## config.mk

```make
export PLATFORM = sky130hd
export DESIGN_NAME = tty_receive_line_buffer_core
export DESIGN_NICKNAME = d
export VERILOG_FILES = /design/src/sv/ttyrx_pkg.sv /design/src/sv/tty_receive_line_buffer_core.sv /design/src/sv/ttyrx_ring_ram.sv /design/src/sv/ttyrx_cfg_regs.sv
export SDC_FILE = /design/constraint.sdc
export NUM_CORES = 2
export LEC_CHECK = 0
export ABC_CLOCK_PERIOD_IN_PS = 6600
export BUFFER_PORTS_ARGS = -buffer_cell sky130_fd_sc_hd__buf_2
export CAP_MARGIN = 20
export CORE_MARGIN = 4
export CORE_UTILIZATION = 40
export CTS_CLUSTER_DIAMETER = 120
export DETAILED_ROUTE_END_ITERATION = 10
export PLACE_DENSITY = 0.56
export SLEW_MARGIN = 15
export SYNTH_ARGS = -nofsm -noshare
export SYNTH_HDL_FRONTEND = slang
export SYNTH_SLANG_ARGS = --single-unit
export TNS_END_PERCENT = 50
```

## constraint.sdc

```tcl
create_clock -name clk -period 6.6 [get_ports clk]
set_input_delay 0.33 -clock clk [delete_from_list [all_inputs] [get_ports clk]]
set_output_delay 0.33 -clock clk [all_outputs]
set_load 0.01 [all_outputs]
```

## src/sv/ttyrx_pkg.sv

```systemverilog
// Shared types and constants for the tty receive line buffer.
`timescale 1ns / 1ps

package ttyrx_pkg;

    // Result kinds
    typedef enum logic [2:0] {
        KIND_NONE  = 3'd0,
        KIND_ECHO  = 3'd1,
        KIND_INTR  = 3'd2,
        KIND_STOP  = 3'd3,
        KIND_BYTE  = 3'd4,
        KIND_EMPTY = 3'd5
    } kind_t;

    // Input commands
    localparam logic CMD_RECEIVE = 1'b0;
    localparam logic CMD_READ    = 1'b1;

    // Control characters
    localparam logic [7:0] CHAR_CR   = 8'h0d;
    localparam logic [7:0] CHAR_NL   = 8'h0a;
    localparam logic [7:0] CHAR_ETX  = 8'h03;
    localparam logic [7:0] CHAR_SUB  = 8'h1a;

    // Configuration register indexes
    localparam int CFG_IDX_W = 2;
    localparam int CFG_DATA_W = 16;
    localparam int GROUP_W = 15;

    localparam logic [CFG_IDX_W-1:0] CFG_CANONICAL = 2'd0;
    localparam logic [CFG_IDX_W-1:0] CFG_ECHO      = 2'd1;
    localparam logic [CFG_IDX_W-1:0] CFG_SIGNAL    = 2'd2;
    localparam logic [CFG_IDX_W-1:0] CFG_FG_GROUP  = 2'd3;

    typedef struct packed {
        logic               canonical_mode;
        logic               echo_enable;
        logic               signal_enable;
        logic [GROUP_W-1:0] foreground_group;
    } cfg_t;

endpackage

```

## src/sv/tty_receive_line_buffer_core.sv

```systemverilog
// Top level: receive line discipline control around the ring memory.
`timescale 1ns / 1ps
// Receive transaction: a capture state, then a process state that writes its result
//   into the output register.
// Read transaction: capture, then a check state that issues the first ring read, then
//   the data state, which returns one byte per cycle while the output is not stalled, set by
//   the single registered read port of the ring memory. Empty read: capture, then check.
// Reset clears pointers, newline count and state and restores default settings; ring data is not cleared.

module tty_receive_line_buffer_core
    import ttyrx_pkg::*;
#(
    parameter int RING_DEPTH = 256,
    parameter int READ_LIMIT = 64
) (
    input  logic                  clk,
    input  logic                  rst_n,
    // input channel
    input  logic                  in_valid,
    output logic                  in_ready,
    input  logic                  command,
    input  logic [7:0]            rx_char,
    input  logic [6:0]            read_count,
    // result channel
    output logic                  out_valid,
    input  logic                  out_ready,
    output logic [2:0]            kind,
    output logic [7:0]            data_byte,
    output logic [14:0]           signal_group,
    output logic                  dropped,
    output logic                  last,
    // configuration channel
    input  logic                  cfg_valid,
    output logic                  cfg_ready,
    input  logic [CFG_IDX_W-1:0]  cfg_index,
    input  logic [CFG_DATA_W-1:0] cfg_data
);

    localparam int PTR_W = $clog2(RING_DEPTH);
    localparam int CNT_W = $clog2(READ_LIMIT + 1);
    localparam logic [PTR_W-1:0] PTR_LAST = PTR_W'(RING_DEPTH - 1);

    typedef enum logic [2:0] {
        S_IDLE,
        S_RX,
        S_RD_CHECK,
        S_RD_DATA
    } state_t;

    cfg_t cfg;

    // sequencer state
    state_t             state_reg, state_next;
    logic [7:0]         char_reg, char_next;
    logic [CNT_W-1:0]   remain_reg, remain_next;

    // ring bookkeeping
    logic [PTR_W-1:0]   wptr_reg, wptr_next;
    logic [PTR_W-1:0]   rptr_reg, rptr_next;
    logic [PTR_W-1:0]   nl_cnt_reg, nl_cnt_next;   // newlines held in the ring

    // output register
    logic               out_valid_reg, out_valid_next;
    kind_t              kind_reg, kind_next;
    logic [7:0]         data_reg, data_next;
    logic [GROUP_W-1:0] group_reg, group_next;
    logic               dropped_reg, dropped_next;
    logic               last_reg, last_next;

    // memory port
    logic               mem_we;
    logic [7:0]         mem_wdata;
    logic               mem_re;
    logic [PTR_W-1:0]   mem_raddr;
    logic [7:0]         mem_rdata;

    logic [PTR_W-1:0]   wptr_adv;
    logic [PTR_W-1:0]   rptr_adv;
    logic               out_free;
    logic [CNT_W-1:0]   count_sat;
    logic [7:0]         rx_conv;
    logic               rx_is_sig;
    logic               ring_full;
    logic               read_none;
    logic               byte_last;

    ttyrx_cfg_regs u_cfg (
        .clk       (clk),
        .rst_n     (rst_n),
        .cfg_valid (cfg_valid),
        .cfg_ready (cfg_ready),
        .cfg_index (cfg_index),
        .cfg_data  (cfg_data),
        .cfg       (cfg)
    );

    ttyrx_ring_ram #(
        .DEPTH  (RING_DEPTH),
        .ADDR_W (PTR_W)
    ) u_ram (
        .clk   (clk),
        .we    (mem_we),
        .waddr (wptr_reg),
        .wdata (mem_wdata),
        .re    (mem_re),
        .raddr (mem_raddr),
        .rdata (mem_rdata)
    );

    // Pointer wrap handles depths that are not powers of two.
    assign wptr_adv = (wptr_reg == PTR_LAST) ? '0 : wptr_reg + 1'b1;
    assign rptr_adv = (rptr_reg == PTR_LAST) ? '0 : rptr_reg + 1'b1;

    assign out_free  = !out_valid_reg || out_ready;
    assign in_ready  = (state_reg == S_IDLE);

    assign count_sat = (read_count > 7'(READ_LIMIT)) ? CNT_W'(READ_LIMIT)
                                                     : read_count[CNT_W-1:0];

    // Receive path decode; CR is folded to NL before anything else.
    assign rx_conv   = (char_reg == CHAR_CR) ? CHAR_NL : char_reg;
    assign rx_is_sig = (rx_conv == CHAR_ETX) || (rx_conv == CHAR_SUB);
    assign ring_full = (wptr_adv == rptr_reg);
    assign mem_wdata = rx_conv;

    // Canonical reads need a whole line; the newline count stands in for a scan.
    assign read_none = (remain_reg == '0) ||
                       (cfg.canonical_mode ? (nl_cnt_reg == '0) : (wptr_reg == rptr_reg));

    // Final byte: end of line, count used up, or ring drained in raw mode.
    assign byte_last = (cfg.canonical_mode && (mem_rdata == CHAR_NL)) ||
                       (remain_reg == CNT_W'(1)) ||
                       (!cfg.canonical_mode && (rptr_adv == wptr_reg));

    always_comb
    begin
        state_next     = state_reg;
        char_next      = char_reg;
        remain_next    = remain_reg;
        wptr_next      = wptr_reg;
        rptr_next      = rptr_reg;
        nl_cnt_next    = nl_cnt_reg;
        out_valid_next = out_valid_reg && !out_ready;
        kind_next      = kind_reg;
        data_next      = data_reg;
        group_next     = group_reg;
        dropped_next   = dropped_reg;
        last_next      = last_reg;
        mem_we         = 1'b0;
        mem_re         = 1'b0;
        mem_raddr      = rptr_reg;

        case (state_reg)
            S_IDLE:
            begin
                if (in_valid)
                begin
                    char_next   = rx_char;
                    remain_next = count_sat;
                    state_next  = (command == CMD_READ) ? S_RD_CHECK : S_RX;
                end
            end

            S_RX:
            begin
                if (out_free)
                begin
                    out_valid_next = 1'b1;
                    last_next      = 1'b1;
                    data_next      = '0;
                    group_next     = '0;
                    dropped_next   = 1'b0;
                    kind_next      = KIND_NONE;
                    if (rx_is_sig)
                    begin
                        if (cfg.signal_enable && (cfg.foreground_group != '0))
                        begin
                            kind_next  = (rx_conv == CHAR_ETX) ? KIND_INTR : KIND_STOP;
                            group_next = cfg.foreground_group;
                        end
                    end
                    else
                    begin
                        dropped_next = ring_full;
                        if (!ring_full)
                        begin
                            mem_we    = 1'b1;
                            wptr_next = wptr_adv;
                            if (rx_conv == CHAR_NL)
                            begin
                                nl_cnt_next = nl_cnt_reg + 1'b1;
                            end
                        end
                        if (cfg.echo_enable)
                        begin
                            kind_next = KIND_ECHO;
                            data_next = rx_conv;
                        end
                    end
                    state_next = S_IDLE;
                end
            end

            S_RD_CHECK:
            begin
                if (read_none)
                begin
                    if (out_free)
                    begin
                        out_valid_next = 1'b1;
                        kind_next      = KIND_EMPTY;
                        data_next      = '0;
                        group_next     = '0;
                        dropped_next   = 1'b0;
                        last_next      = 1'b1;
                        state_next     = S_IDLE;
                    end
                end
                else
                begin
                    mem_re     = 1'b1;
                    mem_raddr  = rptr_reg;
                    state_next = S_RD_DATA;
                end
            end

            S_RD_DATA:
            begin
                // read data for rptr_reg is valid here
                if (out_free)
                begin
                    out_valid_next = 1'b1;
                    kind_next      = KIND_BYTE;
                    data_next      = mem_rdata;
                    group_next     = '0;
                    dropped_next   = 1'b0;
                    last_next      = byte_last;
                    rptr_next      = rptr_adv;
                    remain_next    = remain_reg - 1'b1;
                    if (mem_rdata == CHAR_NL)
                    begin
                        nl_cnt_next = nl_cnt_reg - 1'b1;
                    end
                    if (byte_last)
                    begin
                        state_next = S_IDLE;
                    end
                    else
                    begin
                        // fetch the following byte so it lands next cycle
                        mem_re    = 1'b1;
                        mem_raddr = rptr_adv;
                    end
                end
            end

            default:
            begin
                state_next = S_IDLE;
            end
        endcase
    end

    always_ff @(posedge clk or negedge rst_n)
    begin
        if (!rst_n)
        begin
            state_reg     <= S_IDLE;
            wptr_reg      <= '0;
            rptr_reg      <= '0;
            nl_cnt_reg    <= '0;
            out_valid_reg <= 1'b0;
        end
        else
        begin
            state_reg     <= state_next;
            wptr_reg      <= wptr_next;
            rptr_reg      <= rptr_next;
            nl_cnt_reg    <= nl_cnt_next;
            out_valid_reg <= out_valid_next;
        end
    end

    // payload registers, no reset
    always_ff @(posedge clk)
    begin
        char_reg    <= char_next;
        remain_reg  <= remain_next;
        kind_reg    <= kind_next;
        data_reg    <= data_next;
        group_reg   <= group_next;
        dropped_reg <= dropped_next;
        last_reg    <= last_next;
    end

    assign out_valid    = out_valid_reg;
    assign kind         = kind_reg;
    assign data_byte    = data_reg;
    assign signal_group = group_reg;
    assign dropped      = dropped_reg;
    assign last         = last_reg;

endmodule

```

## src/sv/ttyrx_ring_ram.sv

```systemverilog
// Single-port-write, registered-read byte memory holding the receive ring.
`timescale 1ns / 1ps

module ttyrx_ring_ram #(
    parameter int DEPTH  = 256,
    parameter int ADDR_W = $clog2(DEPTH)
) (
    input  logic              clk,
    input  logic              we,
    input  logic [ADDR_W-1:0] waddr,
    input  logic [7:0]        wdata,
    input  logic              re,
    input  logic [ADDR_W-1:0] raddr,
    output logic [7:0]        rdata
);

    logic [7:0] mem [DEPTH];
    logic [7:0] rdata_reg;

    always_ff @(posedge clk)
    begin
        if (we)
        begin
            mem[waddr] <= wdata;
        end
        if (re)
        begin
            rdata_reg <= mem[raddr];
        end
    end

    assign rdata = rdata_reg;

endmodule

```

## src/sv/ttyrx_cfg_regs.sv

```systemverilog
// Configuration register file: decodes writes and holds the line settings.
`timescale 1ns / 1ps

module ttyrx_cfg_regs
    import ttyrx_pkg::*;
(
    input  logic                  clk,
    input  logic                  rst_n,
    input  logic                  cfg_valid,
    output logic                  cfg_ready,
    input  logic [CFG_IDX_W-1:0]  cfg_index,
    input  logic [CFG_DATA_W-1:0] cfg_data,
    output cfg_t                  cfg
);

    cfg_t cfg_reg;
    cfg_t cfg_next;

    assign cfg_ready = 1'b1;

    always_comb
    begin
        cfg_next = cfg_reg;
        if (cfg_valid)
        begin
            case (cfg_index)
                CFG_CANONICAL: cfg_next.canonical_mode   = cfg_data[0];
                CFG_ECHO:      cfg_next.echo_enable      = cfg_data[0];
                CFG_SIGNAL:    cfg_next.signal_enable    = cfg_data[0];
                CFG_FG_GROUP:  cfg_next.foreground_group = cfg_data[GROUP_W-1:0];
                default:       cfg_next = cfg_reg;
            endcase
        end
    end

    always_ff @(posedge clk or negedge rst_n)
    begin
        if (!rst_n)
        begin
            cfg_reg.canonical_mode   <= 1'b1;
            cfg_reg.echo_enable      <= 1'b1;
            cfg_reg.signal_enable    <= 1'b1;
            cfg_reg.foreground_group <= '0;
        end
        else
        begin
            cfg_reg <= cfg_next;
        end
    end

    assign cfg = cfg_reg;

endmodule

```

---- Yosys cells after proc, flatten, opt, wreduce, memory -nomap -nowiden ----
Memories as Yosys holds them, arrays and structs flattened. A register that Yosys moved wholly into a read port is not among the register bits.
Cells that the tools add are included.
storage, ports and cells
  flip-flop bits (word level) ............. 89
  memory bits (writable) .................. 2048
  bits of input ports ..................... 39
  output and inout port bits .............. 31
  logic and storage cells ................. 155
  memories kept ........................... 1
cells by class
  add/subtract/negate cells ............... 5
  magnitude comparators ................... 1
  equal/unequal tests ..................... 27
  muxes and demuxes ....................... 69
  bitwise logic cells ..................... 2
  reductions and logical operators ........ 34
memories
  name       depth  width  rd ports  clocked after Yosys merged registers in  wr ports  RTL line              source
  u_ram.mem  256    8      1         1                                        1         ttyrx_ring_ram.sv:17  logic [7:0] mem [DEPTH];
operators with widths
  operator                                           count
  two-way mux 8 bit                                  18
  two-way mux 15 bit                                 5
  one-hot mux 15 bit (3 select lines)                1
  two-way mux 3 bit                                  10
  adder 8 x 1 -> 8 bit (second input constant)       3
  == test 8 x 4 -> 1 bit (second input constant)     3
  == test 8 bit                                      3
  one-hot mux 8 bit (3 select lines)                 1
  two-way mux 1 bit                                  21
  two-way mux 7 bit                                  3
  inequality test 2 bit (second input constant)      10
  == test 8 bit (second input constant)              2
  one-hot mux 8 bit (2 select lines)                 1
  nonzero test 15 bit                                1
  one-hot mux 7 bit (2 select lines)                 1
  one-hot mux 3 bit (4 select lines)                 1
  AND reduction 2 bit                                6
  AND reduction 3 bit                                4
  one-hot mux 3 bit (3 select lines)                 1
  == test 8 x 2 -> 1 bit (second input constant)     1
  == test 8 x 5 -> 1 bit (second input constant)     1
  zero test 8 bit                                    1
  subtractor 8 x 1 -> 8 bit (second input constant)  1
  == test 7 x 1 -> 1 bit (second input constant)     1
  other kinds (22)                                   38

---- Longest topological paths before layout ----
  depth after elaboration ................. 9
  mapped depth ............................ 20
  gate-level depth less buffers ........... 13

---- Modules after synthesis ----
From an unflattened synthesis, not the netlist that was laid out.
unflattened totals
  cells, all modules ...................... 4220
  area total of the unflattened synthesis .. 84832.6 um^2
modules (own cells, without submodules)
  module                        instances  cells each  area an instance (um^2)  sequential area each (um^2)
  ttyrx_ring_ram                1          3733        79636.4                  61739.2
  tty_receive_line_buffer_core  1          444         4439.3                   1991.9
  ttyrx_cfg_regs                1          43          757.0                    454.2

---- Worst setup path before layout ----
No wires, ideal clock.
  path type ............................... register -> register
  start point ............................. reg char_reg[3]
  end point ............................... mem u_ram.mem[0][3], data pin
  setup time .............................. 1010 ps
  data arrival time ....................... 4282 ps
  required time ........................... 5590 ps
  setup slack ............................. 1309 ps
  cell stages (with the launch flop) ...... 2
  path buffers ............................ 1
  period minus slack after synthesis ...... 5291 ps
  path through ............................ edfxtp_1 -> clkbuf_1
between the ends
  cells in the longest elaborated chain, start to end .. 2
RTL lines
  element                 RTL line                             source
  start, declared         tty_receive_line_buffer_core.sv:54   logic [7:0] char_reg, char_next;
  start signal, assigned  tty_receive_line_buffer_core.sv:287  char_reg <= char_next;
  == test 8 x 4 -> 1 bit  tty_receive_line_buffer_core.sv:121  assign rx_conv = (char_reg == CHAR_CR) ? CHAR_NL : char_reg;
  two-way mux 8 bit (*)   tty_receive_line_buffer_core.sv:121
  net mem_wdata[3]        tty_receive_line_buffer_core.sv:72   logic [7:0] mem_wdata;
  end, declared           ttyrx_ring_ram.sv:17
Mark *: on every way through the listed nets, which the timed path passes. The rest lies on a longest branch.

---- Final worst setup path ----
  start point ............................. reg rptr_reg[1]
  end point ............................... reg u_ram.rdata_reg[6], in the netlist u_ram.rdata[6], read port of u_ram.mem, data pin
between the ends
  cells in the longest elaborated chain, start to end .. 8
  elaborated cells between the ends (all ways) .. 16
  classes of those cells .................. 1 x add/sub; 3 x eq/ne; 9 x mux; 3 x reduce/logical
RTL lines
  element                                                                  RTL line                             source
  start, declared                                                          tty_receive_line_buffer_core.sv:59   logic [PTR_W-1:0] rptr_reg, rptr_next;
  start signal, assigned                                                   tty_receive_line_buffer_core.sv:278  rptr_reg <= rptr_next;
  adder 8 x 1 -> 8 bit or == test 8 bit (tied branches)                    tty_receive_line_buffer_core.sv:112  assign rptr_adv = (rptr_reg == PTR_LAST) ? '0 : rptr_reg + 1'b1;
  two-way mux 8 bit                                                        tty_receive_line_buffer_core.sv:112
  == test 8 bit                                                            tty_receive_line_buffer_core.sv:133  (!cfg.canonical_mode && (rptr_adv == wptr_reg));
  logical AND 1 bit                                                        tty_receive_line_buffer_core.sv:133
  logical OR 1 bit                                                         tty_receive_line_buffer_core.sv:132  (remain_reg == CNT_W'(1)) ||
  two-way mux 1 bit or two-way mux 8 bit (tied branches)                   tty_receive_line_buffer_core.sv:244  if (byte_last)
  two-way mux 1 bit or two-way mux 8 bit (tied branches)                   tty_receive_line_buffer_core.sv:230  if (out_free)
  one-hot mux 1 bit (2 select lines) or two-way mux 8 bit (tied branches)  -
  end, declared                                                            ttyrx_ring_ram.sv:18                 logic [7:0] rdata_reg;
Several ways; a longest one is shown, not always the timed one.
A chain may end at the register's enable or synchronous reset.

==> summary.md <==
| Metric | Value |
|---|---|
| Outcome | completed |
| CP top delay family | simple AND/OR/NAND/NOR gates |
| # DRC | 0 |
| Die span in x | around 470 µm |
| Ys flop type | edfxtp_1 |
| Post-DRT Antenna Nets | 0 |
| 1st-iter DRT viols | slightly below 8k |
| Remaining global-route overflow | 0 |
| Hold Vio Cnt, Final | 0 |
| R2R Setup Slk | 0.21 ns |
| Skew-Pair Late Insertion Delay | roughly 0.90 ns |
| Site row count | between 150 and 200 |
| Final Setup Violations | 0 |
| Post-detail-place hpwl | 180000 µm |
| Seq/Total Area, Yosys | roughly 74% |
| R2R depth | 15 |
| Clock sinks | roughly 2.1k |
| Initial Util | 40.4% |
| Leakage Power | around 35 nW |
| Power per Cell Area | ~350 nW/µm² |
| CTS tree | done |
| Max stage delay on crit path | 0.77 ns |
| Largest register FFs | ~2.0k |
| Layout Skew | 0.0454 ns |
| CP max-delay cell | or4_1 |
| Clock Tree Buf Depth | 3 |
| DR WL/cell | 29.6 µm |
| Port Buffers | 67 |
| Initial antenna violation count | 20 |
| H-tree levels | 4 |
| Crit path kind | flop to flop |
| Synth async-reset ratio | 2.14% |
| Drt pass-1 iters | 8 |
| Reg-to-reg endpoint | u_ram.rdata[6] |
| Clock-pin slew on the worst setup and hold paths | around 0.070 ns |
| Largest net degree at the start of global routing | about 190 |
| All-layer global routing usage | between 20% and 30% |
| Startpoint Class | flop |
| Post-synthesis cell type count | 89 |
| Crit-path max FO | just under 80 |
| Relative slew slack | 2.05% |
| Setup crit end kind | flop |
| Worst Hold Class | input port to async pin |
| Mapped cell area | ~87000 µm² |
| Worst VDD drop | 0.229 mV |
| Via count of the first global-routing pass | 53.9k |
| Worst path required time | ~7.2 ns |
| Die footprint | about 230000 µm² |
| Final nets | slightly below 7k |
| Post-Route Setup TNS | 0 ns |
| Post-layout min period | roughly 6.4 ns |
| Fmax | between 150 and 200 MHz |
| Total CTS buffers | 218 |
| Net Count, Synth | ~6.4k |
| Flops & latches, synth | between 2k and 2.5k |
| Final cell count without fillers | approximately 9.7k |
| First-pass GRT wire length | 407000 µm |
| Post-Place Cells | between 9k and 10k |
| Vias per cell | between 5 and 6 |
| Slew @ Worst Pin | 1.47 ns |
| Layout cells sized above 1 | a little over an eighth |
| Worst path cell trace | ha_1, and3_1, nand3_1, mux2_2, or4_1, o21ai_4, a21boi_4, buf_12, buf_12, a31oi_1, a32oi_1, nand4_1, nor4_2, buf_4, nand4_1 |
| Yosys warns | 0 |
| Syn Inst Count | 6326 |
| Max Slew Vio Count | 0 |
| Core area | around 220000 µm² |
| P&R area growth vs syn | 15.5% |
| Fill count | between 15k and 20k |
| Critical path data arrival time | roughly 7 ns |
| Period utilization | around 97% |
| Tot Pwr | 35.6 mW |
| GP Congestion | about 0.94 |
| WP buf/inv | 3 |
| Worst r2r src | rptr_reg[1] |
| Post-synth EDFFs | 2099 |
| Syn Area/Cell | 13.8 µm² |
| I/O pin count | 70 |
| Total wire length | about 290000 µm |
| Vias | about 57k |
| CTS Root Cell | clkbuf_16 |
| Die H | about 470 µm |
| RSZ-0062 raised after global routing | false |
| Max-cap violations | 0 |
-- power breakdown --
group          leakage, nW  internal, mW  switching (mW)
logic                 11.8          2.43            5.84
registers             19.5          15.3           0.115
clock network         3.30          6.67            5.25
total                 34.5          24.4            11.2
-- layout by cell type, fill, tap and decap left out, drive strengths merged, types with 11 or more instances in the layout --
cell / count
clkinv: 95
bufinv: 15
a2111oi: 25
a311oi: 74
nand2: 1344
and3: 147
mux2i: 249
inv: 24
and2: 31
a21oi: 195
mux2: 22
clkbuf: 276
nor2b: 12
xor2: 16
dlygate4sd3: 42
xnor2: 18
o211a: 32
edfxtp: 2099
ha: 13
o2111ai: 14
dfrtp: 43
nand3: 346
nor4: 50
o211ai: 20
a211oi: 185
a32oi: 66
a31oi: 120
nand4: 75
o22ai: 82
nor2: 312
buf: 550
o21ai: 105
nor3: 38
or2: 11
-- stage by stage --
| step | hold WS (ns) | setup slack (ns) | util, % | cell area, µm² |
|---|---|---|---|---|
| floorplan | 0.0344 | 1.31 | - | 87100 |
| global placement | 0.463 | 0.00717 | 43.3 | 93300 |
| detailed placement | 0.454 | 0.0000648 | 43.3 | 93300 |
| CTS | 0.104 | 0.00109 | 46.7 | 101000 |
| global route | 0.168 | 0.0289 | 46.7 | 101000 |
| finish | 0.113 | 0.207 | 46.7 | 101000 |
-- cell families after synthesis --
group / count (synthesis) / share of synthesized area [%]
XOR/XNOR: 34 / 0.351
adder cells (fa/ha/maj): 14 / 0.210
buffers and inverters: 450 / 2.45
AO/OA/AOI/OAI: 996 / 7.94
AND/OR/NAND/NOR: 2414 / 12.2
flip-flops: 2145 / 73.7
other: 2 / 0.00863
multiplexers: 271 / 3.15
-- worst reg2reg max path: stages, from the launching register on --
cell and delay, ns:
dfrtp_1 0.53, ha_1 0.41, and3_1 0.39, nand3_1 0.23, mux2_2 0.40, or4_1 0.77
o21ai_4 0.27, a21boi_4 0.33, buf_12 0.27, buf_12 0.38, a31oi_1 0.32, a32oi_1 0.73
nand4_1 0.29, nor4_2 0.53, buf_4 0.23, nand4_1 0.07
-- worst max-delay path by stage --
stage | from | to | slack, ns | cells past startpoint
2_1_floorplan | char_reg[3] | u_ram.mem[0][3] | 1.31 | 1
6_report | rptr_reg[1] | u_ram.rdata[6] | 0.21 | 15
3_5_place_dp | rptr_reg[1] | u_ram.rdata[6] | 0.00006 | 15
3_3_place_gp | rptr_reg[1] | u_ram.rdata[6] | 0.007 | 14
5_1_grt | rptr_reg[1] | u_ram.rdata[6] | 0.03 | 17
4_1_cts | rptr_reg[1] | u_ram.rdata[6] | 0.001 | 15
-- cell usage after synthesis (43+ instances only) --
master / instances / share of area [%]
o22ai_1: 82 / 0.59
a31oi_1: 120 / 0.86
mux2i_1: 249 / 2.9
nand2_1: 1344 / 5.8
dfrtp_1: 43 / 1.2
nand3_1: 343 / 2.0
nor4_1: 49 / 0.35
edfxtp_1: 2099 / 72
buf_2: 122 / 0.70
and3_1: 147 / 1.1
a311oi_1: 74 / 0.74
nand4_1: 75 / 0.54
o21ai_0: 90 / 0.52
a211oi_1: 184 / 1.6
a32oi_1: 66 / 0.66
clkbuf_1: 222 / 0.96
nor2_1: 312 / 1.3
a21oi_1: 194 / 1.1
-- area by class of cell --
cell class / instances / area, µm² / share of cell area (%)
sequential: 2145 / 64200 / 63.8
multi-input combinational: 3731 / 20900 / 20.8
clock inverter: 122 / 1090 / 1.08
inverter: 18 / 67.6 / 0.0672
timing repair buffer: 592 / 5030 / 5.00
clock buffer: 276 / 5690 / 5.66
antenna: 6 / 15.0 / 0.0149
tap: 2838 / 3550 / 3.53
-- routing by layer --
| metal | GRT usage (%) | wire length, µm | up-vias |
|---|---|---|---|
| li1 | - | - | 24737 |
| met1 | 34.6 | 116000 | 29082 |
| met2 | 37.9 | 128000 | 3049 |
| met3 | 6.20 | 30100 | 551 |
| met4 | 11.1 | 13600 | 2 |
| met5 | 0 | 9 | - |
-- repair_timing --
item                                   4_1_cts  5_1_grt
endpoints found under the hold margin       83        0
hold buffers                                42        0
gates resized for setup                      1        1
setup endpoints to repair                    1        2
pin swaps                                    0        1
buffers inserted                             0        1
(Power assumes the default switching activity.)
